==> src/sct_pkg.sv <==
`timescale 1ns / 1ps
// Shared types, codes and helper functions for the shell command tokenizer.
// No dependencies; every other file but the two interfaces imports this package.
package sct_pkg;

   // Result kinds
   localparam logic [2:0] KIND_TEXT    = 3'd0;
   localparam logic [2:0] KIND_END_TOK = 3'd1;
   localparam logic [2:0] KIND_OP      = 3'd2;
   localparam logic [2:0] KIND_EOL     = 3'd3;
   localparam logic [2:0] KIND_QERR    = 3'd4;
   localparam logic [2:0] KIND_MIXERR  = 3'd5;

   // Lexer modes
   localparam logic [2:0] MODE_IDLE  = 3'd0;
   localparam logic [2:0] MODE_TEXT  = 3'd1;
   localparam logic [2:0] MODE_QUOTE = 3'd2;
   localparam logic [2:0] MODE_AFTQ  = 3'd3;
   localparam logic [2:0] MODE_OPER  = 3'd4;
   localparam logic [2:0] MODE_ERROR = 3'd5;

   // Special bytes
   localparam logic [7:0] CHAR_EOL   = 8'h00;
   localparam logic [7:0] CHAR_QUOTE = 8'h22;
   localparam logic [7:0] CHAR_SPACE = 8'h20;
   localparam logic [7:0] CHAR_NL    = 8'h0A;
   localparam logic [7:0] CHAR_TAB   = 8'h09;
   localparam logic [7:0] CHAR_GT    = 8'h3E;
   localparam logic [7:0] CHAR_LT    = 8'h3C;
   localparam logic [7:0] CHAR_PIPE  = 8'h7C;
   localparam logic [7:0] CHAR_AMP   = 8'h26;

   localparam logic [2:0] OP_NONE = 3'd4;

   // Default depth of the result queue (power of two, at least 2)
   localparam int QUEUE_DEPTH_DEFAULT = 4;

   typedef struct packed {
      logic [2:0] rec_kind;
      logic [7:0] text_byte;
      logic [2:0] op_code;
      logic       last_of_run;
   } rsp_item_type;

   // Results produced by one accepted byte (0 to 2)
   typedef struct packed {
      logic [1:0]   num;
      rsp_item_type item0;
      rsp_item_type item1;
   } push_type;

   // Head of the result queue
   typedef struct packed {
      logic         valid;
      rsp_item_type item;
   } head_type;

   function automatic logic is_sep(input logic [7:0] c);
      return (c == CHAR_SPACE) || (c == CHAR_NL) || (c == CHAR_TAB);
   endfunction

   // Operator index 0..3, or OP_NONE
   function automatic logic [2:0] op_index(input logic [7:0] c);
      logic [2:0] k;
      case (c)
         CHAR_GT:   k = 3'd0;
         CHAR_LT:   k = 3'd1;
         CHAR_PIPE: k = 3'd2;
         CHAR_AMP:  k = 3'd3;
         default:   k = OP_NONE;
      endcase
      return k;
   endfunction

   function automatic logic [7:0] op_byte(input logic [1:0] p);
      logic [7:0] b;
      case (p)
         2'd0:    b = CHAR_GT;
         2'd1:    b = CHAR_LT;
         2'd2:    b = CHAR_PIPE;
         default: b = CHAR_AMP;
      endcase
      return b;
   endfunction

   function automatic rsp_item_type mk_item(input logic [2:0] kind,
                                            input logic [7:0] tb,
                                            input logic [2:0] op);
      rsp_item_type r;
      r.rec_kind    = kind;
      r.text_byte   = tb;
      r.op_code     = op;
      r.last_of_run = 1'b0;
      return r;
   endfunction

endpackage

==> src/sct_req_if.sv <==
`timescale 1ns / 1ps
// Byte channel into the tokenizer: valid/ready plus one command-line byte.
// No dependencies.
interface sct_req_if;
   logic       valid;
   logic       ready;
   logic [7:0] char_byte;

   modport source (output valid, output char_byte, input ready);
   modport sink (input valid, input char_byte, output ready);
endinterface

==> src/sct_rsp_if.sv <==
`timescale 1ns / 1ps
// Result channel out of the tokenizer: valid/ready plus the result fields.
// No dependencies.
interface sct_rsp_if;
   logic       valid;
   logic       ready;
   logic [2:0] rec_kind;
   logic [7:0] text_byte;
   logic [2:0] op_code;
   logic       last_of_run;

   modport source (output valid, output rec_kind, output text_byte, output op_code,
                   output last_of_run, input ready);
   modport sink (input valid, input rec_kind, input text_byte, input op_code,
                 input last_of_run, output ready);
endinterface

==> src/shell_command_tokenizer_unit.sv <==
`timescale 1ns / 1ps
// Top level of the shell command tokenizer: front end, result queue, back end.
// Depends on sct_pkg, sct_req_if, sct_rsp_if, sct_front, sct_queue, sct_back.
//
//   channel  role    transfer carries
//   req_if   sink    one command-line byte (char_byte), byte 0 ends the line
//   rsp_if   source  one result (rec_kind, text_byte, op_code, last_of_run)
//
// Cycles: one byte per cycle is taken while the queue has room for two results;
//   the first result of a byte passes through the queue write and then the
//   output register load before it is presented on rsp_if.
// Sustained rate is set by the single result port: one result transfer per cycle
//   while rsp_if.ready is high, so bytes that give two results (token end plus
//   line end, and so on) need the queue of QUEUE_DEPTH entries to absorb the burst.
// Reset (synchronous, active high) returns the lexer to idle between tokens and
//   empties the queue and output register.
// Stalls: rsp_if.ready low holds the output register; the queue fills and then
//   req_if.ready drops, independent of lexer state.
module shell_command_tokenizer_unit #(
   parameter int QUEUE_DEPTH = sct_pkg::QUEUE_DEPTH_DEFAULT
) (
   input  logic       clock,
   input  logic       reset,
   sct_req_if.sink    req_if,
   sct_rsp_if.source  rsp_if
);
   import sct_pkg::*;

   push_type push;
   head_type head;
   logic     room_ok;
   logic     head_pop;

   // Classify bytes and advance the lexer; emit results into the queue
   sct_front u_front (
      .clock   (clock),
      .reset   (reset),
      .req_if  (req_if),
      .room_ok (room_ok),
      .push    (push)
   );

   // Decouple the two sides: hold bursts of up to two results per byte
   sct_queue #(
      .DEPTH (QUEUE_DEPTH)
   ) u_queue (
      .clock    (clock),
      .reset    (reset),
      .push     (push),
      .room_ok  (room_ok),
      .head     (head),
      .head_pop (head_pop)
   );

   // Drive the result channel from a register; advance whenever it frees
   sct_back u_back (
      .clock    (clock),
      .reset    (reset),
      .head     (head),
      .head_pop (head_pop),
      .rsp_if   (rsp_if)
   );
endmodule

==> src/sct_front.sv <==
`timescale 1ns / 1ps
// Front end: accepts bytes, runs the lexer state and emits 0 to 2 results per byte.
// Depends on sct_pkg and sct_req_if.
module sct_front (
   input  logic               clock,
   input  logic               reset,
   sct_req_if.sink            req_if,
   input  logic               room_ok,
   output sct_pkg::push_type  push
);
   import sct_pkg::*;

   typedef struct packed {
      logic [2:0]   mode;
      logic [1:0]   pend;
      logic         emit;
      rsp_item_type item;
   } idle_type;

   logic [2:0]   mode_ff, mode_in;
   logic [1:0]   pend_ff, pend_in;
   logic [7:0]   c;
   logic [2:0]   k;
   logic         is_q, is_op, is_txt, accept;
   rsp_item_type items [2];
   logic [1:0]   n;
   idle_type     fi;

   function automatic idle_type from_idle(input logic [7:0] ch, input logic [1:0] pend);
      idle_type r;
      logic [2:0] kk;
      kk = op_index(ch);
      r.mode = MODE_IDLE;
      r.pend = pend;
      r.emit = 1'b0;
      r.item = mk_item(KIND_TEXT, 8'd0, 3'd0);
      if (ch == CHAR_EOL) begin
         r.emit = 1'b1;
         r.item = mk_item(KIND_EOL, 8'd0, 3'd0);
      end else if (ch == CHAR_QUOTE) begin
         r.mode = MODE_QUOTE;
      end else if (kk != OP_NONE) begin
         r.pend = kk[1:0];
         r.mode = MODE_OPER;
      end else if (!is_sep(ch)) begin
         r.emit = 1'b1;
         r.item = mk_item(KIND_TEXT, ch, 3'd0);
         r.mode = MODE_TEXT;
      end
      return r;
   endfunction

   assign c      = req_if.char_byte;
   assign k      = op_index(c);
   assign is_q   = (c == CHAR_QUOTE);
   assign is_op  = (k != OP_NONE);
   assign is_txt = (c != CHAR_EOL) && !is_q && !is_sep(c) && !is_op;
   assign fi     = from_idle(c, pend_ff);

   assign req_if.ready = room_ok;
   assign accept       = req_if.valid && room_ok;

   always_comb begin
      items[0] = mk_item(KIND_TEXT, 8'd0, 3'd0);
      items[1] = mk_item(KIND_TEXT, 8'd0, 3'd0);
      n        = 2'd0;
      mode_in  = mode_ff;
      pend_in  = pend_ff;
      case (mode_ff)
         MODE_TEXT, MODE_AFTQ: begin
            if (mode_ff == MODE_TEXT && is_q) begin
               mode_in = MODE_QUOTE;
            end else if (is_txt) begin
               items[0] = mk_item(KIND_TEXT, c, 3'd0);
               n        = 2'd1;
               mode_in  = MODE_TEXT;
            end else begin
               // end the token, then handle the byte as from idle
               items[0] = mk_item(KIND_END_TOK, 8'd0, 3'd0);
               items[1] = fi.item;
               n        = fi.emit ? 2'd2 : 2'd1;
               mode_in  = fi.mode;
               pend_in  = fi.pend;
            end
         end
         MODE_QUOTE: begin
            if (c == CHAR_EOL) begin
               items[0] = mk_item(KIND_QERR, 8'd0, 3'd0);
               items[1] = mk_item(KIND_EOL, 8'd0, 3'd0);
               n        = 2'd2;
               mode_in  = MODE_IDLE;
            end else if (is_q) begin
               mode_in = MODE_AFTQ;
            end else begin
               items[0] = mk_item(KIND_TEXT, c, 3'd0);
               n        = 2'd1;
            end
         end
         MODE_OPER: begin
            if (c == op_byte(pend_ff)) begin
               items[0] = mk_item(KIND_OP, 8'd0, {pend_ff, 1'b1});
               n        = 2'd1;
               mode_in  = MODE_IDLE;
            end else if (is_op) begin
               items[0] = mk_item(KIND_MIXERR, 8'd0, 3'd0);
               n        = 2'd1;
               mode_in  = MODE_ERROR;
            end else begin
               items[0] = mk_item(KIND_OP, 8'd0, {pend_ff, 1'b0});
               items[1] = fi.item;
               n        = fi.emit ? 2'd2 : 2'd1;
               mode_in  = fi.mode;
               pend_in  = fi.pend;
            end
         end
         MODE_ERROR: begin
            if (c == CHAR_EOL) begin
               items[0] = mk_item(KIND_EOL, 8'd0, 3'd0);
               n        = 2'd1;
               mode_in  = MODE_IDLE;
            end
         end
         default: begin
            items[0] = fi.item;
            n        = fi.emit ? 2'd1 : 2'd0;
            mode_in  = fi.mode;
            pend_in  = fi.pend;
         end
      endcase
      // flag the final result of this byte
      if (n == 2'd1) begin
         items[0].last_of_run = 1'b1;
      end else if (n == 2'd2) begin
         items[1].last_of_run = 1'b1;
      end
   end

   assign push.num   = accept ? n : 2'd0;
   assign push.item0 = items[0];
   assign push.item1 = items[1];

   always_ff @(posedge clock) begin
      if (reset) begin
         mode_ff <= MODE_IDLE;
         pend_ff <= 2'd0;
      end else if (accept) begin
         mode_ff <= mode_in;
         pend_ff <= pend_in;
      end
   end

   a_eol_gives_result: assert property (@(posedge clock) disable iff (reset)
      (accept && c == CHAR_EOL) |-> (push.num != 2'd0))
      else $error("line end produced no result");

   a_error_silent: assert property (@(posedge clock) disable iff (reset)
      (accept && mode_ff == MODE_ERROR && c != CHAR_EOL) |-> (push.num == 2'd0))
      else $error("result emitted while skipping after an error");

   a_push_gated: assert property (@(posedge clock) disable iff (reset)
      (push.num != 2'd0) |-> room_ok)
      else $error("push without queue room");
endmodule

==> src/sct_queue.sv <==
`timescale 1ns / 1ps
// Result queue between front and back: up to two pushes and one pop per cycle.
// Depends on sct_pkg.
module sct_queue #(
   parameter int DEPTH = sct_pkg::QUEUE_DEPTH_DEFAULT
) (
   input  logic               clock,
   input  logic               reset,
   input  sct_pkg::push_type  push,
   output logic               room_ok,
   output sct_pkg::head_type  head,
   input  logic               head_pop
);
   import sct_pkg::*;

   localparam int PTR_W = $clog2(DEPTH);
   localparam int CNT_W = $clog2(DEPTH + 1);

   rsp_item_type     slot_ff [DEPTH];
   logic [PTR_W-1:0] wr_ptr_ff, wr_ptr_in, rd_ptr_ff, rd_ptr_in;
   logic [CNT_W-1:0] count_ff, count_in;
   logic             pop;

   assign room_ok    = (count_ff <= CNT_W'(DEPTH - 2));
   assign head.valid = (count_ff != '0);
   assign head.item  = slot_ff[rd_ptr_ff];
   assign pop        = head.valid && head_pop;

   assign wr_ptr_in = wr_ptr_ff + PTR_W'(push.num);
   assign rd_ptr_in = rd_ptr_ff + PTR_W'(pop);
   assign count_in  = count_ff + CNT_W'(push.num) - CNT_W'(pop);

   always_ff @(posedge clock) begin
      if (push.num != 2'd0) begin
         slot_ff[wr_ptr_ff] <= push.item0;
      end
      if (push.num == 2'd2) begin
         slot_ff[wr_ptr_ff + PTR_W'(1)] <= push.item1;
      end
   end

   always_ff @(posedge clock) begin
      if (reset) begin
         wr_ptr_ff <= '0;
         rd_ptr_ff <= '0;
         count_ff  <= '0;
      end else begin
         wr_ptr_ff <= wr_ptr_in;
         rd_ptr_ff <= rd_ptr_in;
         count_ff  <= count_in;
      end
   end

   a_no_overflow: assert property (@(posedge clock) disable iff (reset)
      count_ff <= CNT_W'(DEPTH))
      else $error("result queue overflow");

   a_ptr_match: assert property (@(posedge clock) disable iff (reset)
      (wr_ptr_ff - rd_ptr_ff) == PTR_W'(count_ff))
      else $error("queue pointers disagree with fill count");
endmodule

==> src/sct_back.sv <==
`timescale 1ns / 1ps
// Back end: output register that drains the result queue onto the result channel.
// Depends on sct_pkg and sct_rsp_if.
module sct_back (
   input  logic               clock,
   input  logic               reset,
   input  sct_pkg::head_type  head,
   output logic               head_pop,
   sct_rsp_if.source          rsp_if
);
   import sct_pkg::*;

   logic         valid_ff, valid_in;
   rsp_item_type item_ff;
   logic         load;

   assign head_pop = !valid_ff || rsp_if.ready;
   assign load     = head.valid && head_pop;
   assign valid_in = load || (valid_ff && !rsp_if.ready);

   always_ff @(posedge clock) begin
      if (reset) begin
         valid_ff <= 1'b0;
      end else begin
         valid_ff <= valid_in;
      end
   end

   always_ff @(posedge clock) begin
      if (load) begin
         item_ff <= head.item;
      end
   end

   assign rsp_if.valid       = valid_ff;
   assign rsp_if.rec_kind    = item_ff.rec_kind;
   assign rsp_if.text_byte   = item_ff.text_byte;
   assign rsp_if.op_code     = item_ff.op_code;
   assign rsp_if.last_of_run = item_ff.last_of_run;

   a_load_shows: assert property (@(posedge clock) disable iff (reset)
      load |=> valid_ff)
      else $error("loaded result not presented");
endmodule

==> src/flat_wrapper.sv <==
// flat-port wrapper written by rule: the top's interface ports become plain ports
module shell_command_tokenizer_unit_flat import sct_pkg::*;
#(
   parameter int QUEUE_DEPTH = sct_pkg::QUEUE_DEPTH_DEFAULT
)
  (clock, reset, req_if_valid, req_if_char_byte, req_if_ready, rsp_if_valid, rsp_if_rec_kind, rsp_if_text_byte, rsp_if_op_code, rsp_if_last_of_run, rsp_if_ready);
  sct_req_if req_if_i ();
  sct_rsp_if rsp_if_i ();
  input  logic clock;
  input  logic reset;
  input wire logic [$bits(req_if_i.valid)-1:0] req_if_valid;
  input wire logic [$bits(req_if_i.char_byte)-1:0] req_if_char_byte;
  output wire logic [$bits(req_if_i.ready)-1:0] req_if_ready;
  output wire logic [$bits(rsp_if_i.valid)-1:0] rsp_if_valid;
  output wire logic [$bits(rsp_if_i.rec_kind)-1:0] rsp_if_rec_kind;
  output wire logic [$bits(rsp_if_i.text_byte)-1:0] rsp_if_text_byte;
  output wire logic [$bits(rsp_if_i.op_code)-1:0] rsp_if_op_code;
  output wire logic [$bits(rsp_if_i.last_of_run)-1:0] rsp_if_last_of_run;
  input wire logic [$bits(rsp_if_i.ready)-1:0] rsp_if_ready;
  assign req_if_i.valid = req_if_valid;
  assign req_if_i.char_byte = req_if_char_byte;
  assign req_if_ready = req_if_i.ready;
  assign rsp_if_valid = rsp_if_i.valid;
  assign rsp_if_rec_kind = rsp_if_i.rec_kind;
  assign rsp_if_text_byte = rsp_if_i.text_byte;
  assign rsp_if_op_code = rsp_if_i.op_code;
  assign rsp_if_last_of_run = rsp_if_i.last_of_run;
  assign rsp_if_i.ready = rsp_if_ready;
  shell_command_tokenizer_unit #(.QUEUE_DEPTH(QUEUE_DEPTH)) u_core (.clock(clock), .reset(reset), .req_if(req_if_i), .rsp_if(rsp_if_i));
endmodule
==> config.mk <==
export PLATFORM = sky130hd
export DESIGN_NAME = shell_command_tokenizer_unit_flat
export DESIGN_NICKNAME = d
export VERILOG_FILES = /design/src/sct_pkg.sv /design/src/sct_req_if.sv /design/src/sct_rsp_if.sv /design/src/shell_command_tokenizer_unit.sv /design/src/sct_front.sv /design/src/sct_queue.sv /design/src/sct_back.sv /design/src/flat_wrapper.sv
export SDC_FILE = /design/constraint.sdc
export NUM_CORES = 1
export LEC_CHECK = 0
export BUFFER_PORTS_ARGS = -buffer_cell sky130_fd_sc_hd__buf_2
export CORE_MARGIN = 1
export CORE_UTILIZATION = 50
export DETAILED_ROUTE_END_ITERATION = 10
export HOLD_SLACK_MARGIN = 0.08
export PLACE_DENSITY = 0.67
export RECOVER_POWER = 100
export SYNTH_ARGS = -nofsm -noshare
export SYNTH_HDL_FRONTEND = slang
export SYNTH_HIERARCHICAL = 1
export SYNTH_SLANG_ARGS = --single-unit
==> constraint.sdc <==
create_clock -name clock -period 7.7 [get_ports clock]
set_input_delay 1.54 -clock clock [delete_from_list [all_inputs] [get_ports clock]]
set_output_delay 1.54 -clock clock [all_outputs]
set_load 0.02 [all_outputs]
### Yosys cells after proc, flatten, opt, wreduce, memory -nomap -nowiden

Memory sizes are Yosys's and may differ from the RTL's. A register that Yosys moved wholly into a read port is not among the register bits.
Cells that the tools add are included.

* memories kept: 1
* memory bits (writable): 60
* bits of input ports: 12
* bits in registers: 13

* $add $sub $neg: 5
* bitwise gates (word level): 1
* magnitude comparators: 1
* eq/ne operators: 26
* reductions and logical operators: 25
* mux-type cells: 55

Memory list
* u_core.u_queue.slot_ff: words 4, width 15, read ports 1, clocked after Yosys merged registers in 1, wr ports 2, RTL line sct_queue.sv:19 `rsp_item_type slot_ff [DEPTH];`

Operator list (count)
* two-way mux 15 bit: 6
* one-hot mux 15 bit (4 select lines): 1
* two-way mux 16 bit: 3
* one-hot mux 15 bit (3 select lines): 1
* equality test 8 x 6 -> 1 bit, second input constant: 5
* two-way mux 28 bit: 1
* two-way mux 3 bit: 9
* two-way mux 2 bit: 12
* one-hot mux 3 bit (4 select lines): 2
* one-hot mux 7 bit (3 select lines): 1
* two-way mux 18 bit: 1
* equality test 8 x 4 -> 1 bit, second input constant: 2
* two-way mux 14 bit: 1
* two-way mux 13 bit: 1
* two-way mux 12 bit: 1
* two-way mux 1 bit: 11
* != test 2 bit, second input constant: 5
* equality test 8 x 7 -> 1 bit, second input constant: 1
* equality test 8 bit: 1
* logical NOT 8 bit: 1
* two-way mux 8 bit: 1
* one-hot mux 2 bit (4 select lines): 1
* nonzero test 8 bit: 1
* logical AND 1 bit: 7
* other kinds (23): 37

### Longest topological paths before layout

* word-level depth: 15
* mapped depth: 13

### Cells and area by module

The synthesis kept the hierarchy.

Modules (own cells, without submodules)
* sct_queue: area an instance 3448.3 um2, times used 1, cells each 194
* sct_front: area an instance 1093.5 um2, times used 1, cells each 161
* sct_back: area an instance 505.5 um2, times used 1, cells each 20

### Least setup slack after synthesis

OpenSTA, ideal clock, no wires.

* path kind: input port to flip-flop
* start: input req_if_char_byte[6]
* end: memory u_core/u_queue/slot_ff[0][0] (netlist bit) (enable)
* setup time: 411 ps
* data arrival time: 4496 ps
* cell stages on the path: 9
* setup slack: 2794 ps
* data required time: 7289 ps
* cells stage by stage: buf_2 nor4b_2 a31o_2 a22oi_1 a31o_2 a211oi_1 buf_4 nor2_1 o31ai_1

RTL lines
* from (decl): RTL line flat_wrapper.sv:12 `input wire logic [$bits(req_if_i.char_byte)-1:0] req_if_char_byte;`
* to (decl): RTL line sct_queue.sv:19

==> impl_results.md <==
- Post-route DRC: 0
- DRT Pass-1 Iters: 5
- Commonest non-fill, non-tap cells in the layout: edfxtp_1, mux2_2, clkbuf_1, nor2_1, mux2_1
- Comb power frac: 30.0%
- Most used flip-flop cell after synthesis: edfxtp_1
- Yosys reg bits: 88
- Final period utilization: 76.46%
- Worst Tran Pin Value: 1.678 ns
- Top Ports: 29
- Slowest CP cell: nand4b_1
- Via Count: 3,119
- Switching Fraction: 31.54%
- Worst path max stage delay: 1.06 ns
- Failing checks: capacitance limit, slew limit
- Clk_skew: 0.01110 ns
- Final Instance Area: 5328 µm²
- Via density: 5.896
- CTS Root Buffer Type: clkbuf_8
- Power per cell area: 299.7 nW/µm²
- Final Hold Violating Endpoints: 0
- Post-synthesis cell type count: 72
- Syn Std Cell Area: 5047 µm²
- Number of core rows: 36
- Final wirelength: 10,250 µm
- TritonCTS clock tree: yes
- Area Overhead vs Synth: 5.553%
- Maximum Capacitance Violations: 2
- Worst Setup Path Type: in2reg
- Hold Buf Count CTS: 0
- Setup WS post-layout: 1.813 ns
- P_sw: 503.7 µW
- Total number of H-tree levels: 3
- CP max FO: 16
- Avg Inst Size Synth: 13.46 µm²
- Synth area leaders: edfxtp_1, mux2_2, mux4_2, dfxtp_1, mux2_4
- Max Clk Rate: 0.1699 GHz
- Clock buffer count from CTS: 9
- Hold_ws: 0.5406 ns
- Fin nets: 409
- GPL Wtd Cong: 0.9456
- Buffers on Ports: 28
- Final Max Tran Viols: 32
- Warnings, synthesis: 6
- Number of global-route vias before repair: 2,986
- Register area share after synthesis: 49.78%
- Post-CTS Resized: 0
- Clock share of power: 24.3%
- Sink Count: 88
- Worst Setup Start Kind: input port
- Worst Path Arrival: 5.84 ns
- # setup viols final: 0
- Skew-Pair Late Insertion Delay: 0.35 ns
- Die area: 10,500 µm²
- Leakage power: 0.001846 µW
- Post-synth EDFFs: 75
- Routed Antenna Nets: 0
- Post-Synthesis Cells: 375
- Max VDD drop: 143.1 µV
- Most common cell after layout, fill and taps aside: edfxtp_1
- Internal Power: 1093 µW
- Worst setup EP type: register
- Die X: 102.5 µm
- Synth async-reset ratio: 0%
- Share of cells above drive strength 1: 24.49%
- CP Data Required Time: 7.65 ns
- DR WL/cell: 19.38 µm
- Initial antenna violation count: 0
- Clk slew on worst S/H paths: 0.09 ns
- Core area: 9774 µm²
- Unrepaired setup endpoints after global routing: no
- Top cell family by delay on the critical path: simple AND/OR/NAND/NOR gates
- Post-CTS setup buffers: 0
- Initial DRC Count: 159
- Largest net degree at the start of global routing: 22
- Antenna diode count: 0
- Max Root-Sink Buffers: 2
- Hold Path Class: reg2reg
- Initial core utilization: 51.64%
- Dpl ws: 2.217 ns
- Gr usage total: 21.18%
- Cell taking the most area after synthesis: edfxtp_1
- Tmin final: 5.887 ns
- Worst slew margin: -12.55%
- Placed Area: 5224 µm²
- Buffers and inverters on the worst path: 1
- Gr ovfl total: 0
- Flop pwr share: 45.7%
- Detailed placement HPWL: 6904 µm
- Share of the synthesized area in the top cell type: 44.62%
- Crit path cell chain: clkbuf_1, nor4b_1, a31o_2, a22oi_1, nand2_1, nor3_1, nand4b_1, o31ai_2
- Die H: 102.5 µm
- First-pass GRT wire length: 16,210 µm
- Sum Neg Setup Slack: 0 ns
- Final Power: 1597 µW
- Status: complete, but fails checks
logic make-up (layout without fill, tap and decap cells):
family | count (synthesis) | count (layout) | synth area share [%]
other cells | 1 | 4 | 0.07430
xor+xnor | 7 | 7 | 1.785
flops | 88 | 88 | 49.78
fa+ha+maj | 6 | 6 | 1.636
mux | 80 | 80 | 21.86
compound gates | 54 | 54 | 8.106
simple gates | 96 | 96 | 11.87
buf+inv | 43 | 61 | 4.883
power groups by stage:
stage               sequential [µW]  combinational, µW  clock, µW
global route                    746                525        411
detailed placement              743                516          0
floorplan                       764                368          0
global placement                738                507          0
finish                          729                480        388
CTS                             731                518        396
area by class of cell:
class	count	area [µm²]
clock buffer	10	127.6
tap	133	166.4
clock inverter	6	115.1
timing repair buffer	33	138.9
fill	831	4447
sequential	88	2512
multi-input combinational	247	2222
inverter	12	45.04
cell usage after synthesis, types with 4 or more instances:
cell,n
nor2b_1,12
and3_1,4
xor2_1,5
a31oi_1,5
mux2_4,10
a21oi_1,13
mux4_2,15
mux2_1,8
nor2_1,24
clkbuf_1,8
edfxtp_1,75
inv_1,12
buf_4,11
ha_1,5
and2_1,10
mux2_2,44
nand2_1,15
dfxtp_1,13
nand3_1,6
buf_2,8
worst min-delay path: stages, from the launching register on:
cell	delay, ns
dfxtp_1	0.35
inv_1	0.08
o31ai_1	0.07
stage by stage:
step | utilization (%) | cells
2_1_floorplan | - | 378
3_3_place_gp | 53.44 | 513
3_5_place_dp | 53.44 | 513
4_1_cts | 55.93 | 529
5_1_grt | 54.51 | 529
6_report | 54.51 | 529
registers in the layout, indices dropped and copies added, names as in the netlist:
| signal | count |
|---|---|
| u_core/u_queue/count_ff | 3 |
| u_core/u_front/mode_ff | 3 |
| u_core/u_front/pend_ff | 2 |
| u_core/u_queue/wr_ptr_ff | 2 |
| u_core/u_back/rsp_if.op_code | 3 |
| u_core/u_back/rsp_if.text_byte | 8 |
| u_core/u_back/rsp_if.valid | 1 |
| u_core/u_back/rsp_if.rec_kind | 3 |
| u_core/u_back/rsp_if.last_of_run | 1 |
| u_core/u_queue/slot_ff | 60 |
| u_core/u_queue/rd_ptr_ff | 2 |
worst paths after layout:
check | start | to | slack (ns) | cells past startpoint
setup reg to reg | u_core/u_front/mode_ff[2] | u_core/u_queue/slot_ff[0][10] | 2.49 | 7
hold reg to reg | u_core/u_front/pend_ff[0] | u_core/u_front/pend_ff[0] | 0.54 | 2
hold / removal | u_core/u_front/pend_ff[0] | u_core/u_front/pend_ff[0] | 0.54 | 2
setup / recovery | req_if_char_byte[3] | u_core/u_queue/slot_ff[0][10] | 1.81 | 8
per-layer routing:
metal  global-route usage (%)  wire length [µm]  vias up
li1                         -                 -     1462
met1                    28.50              4724     1551
met2                    35.03              4854       92
met3                    3.352               510       14
met4                    6.923               162        0
met5                        0                 0        -
No activity file was read; power rests on OpenSTA's default activity.
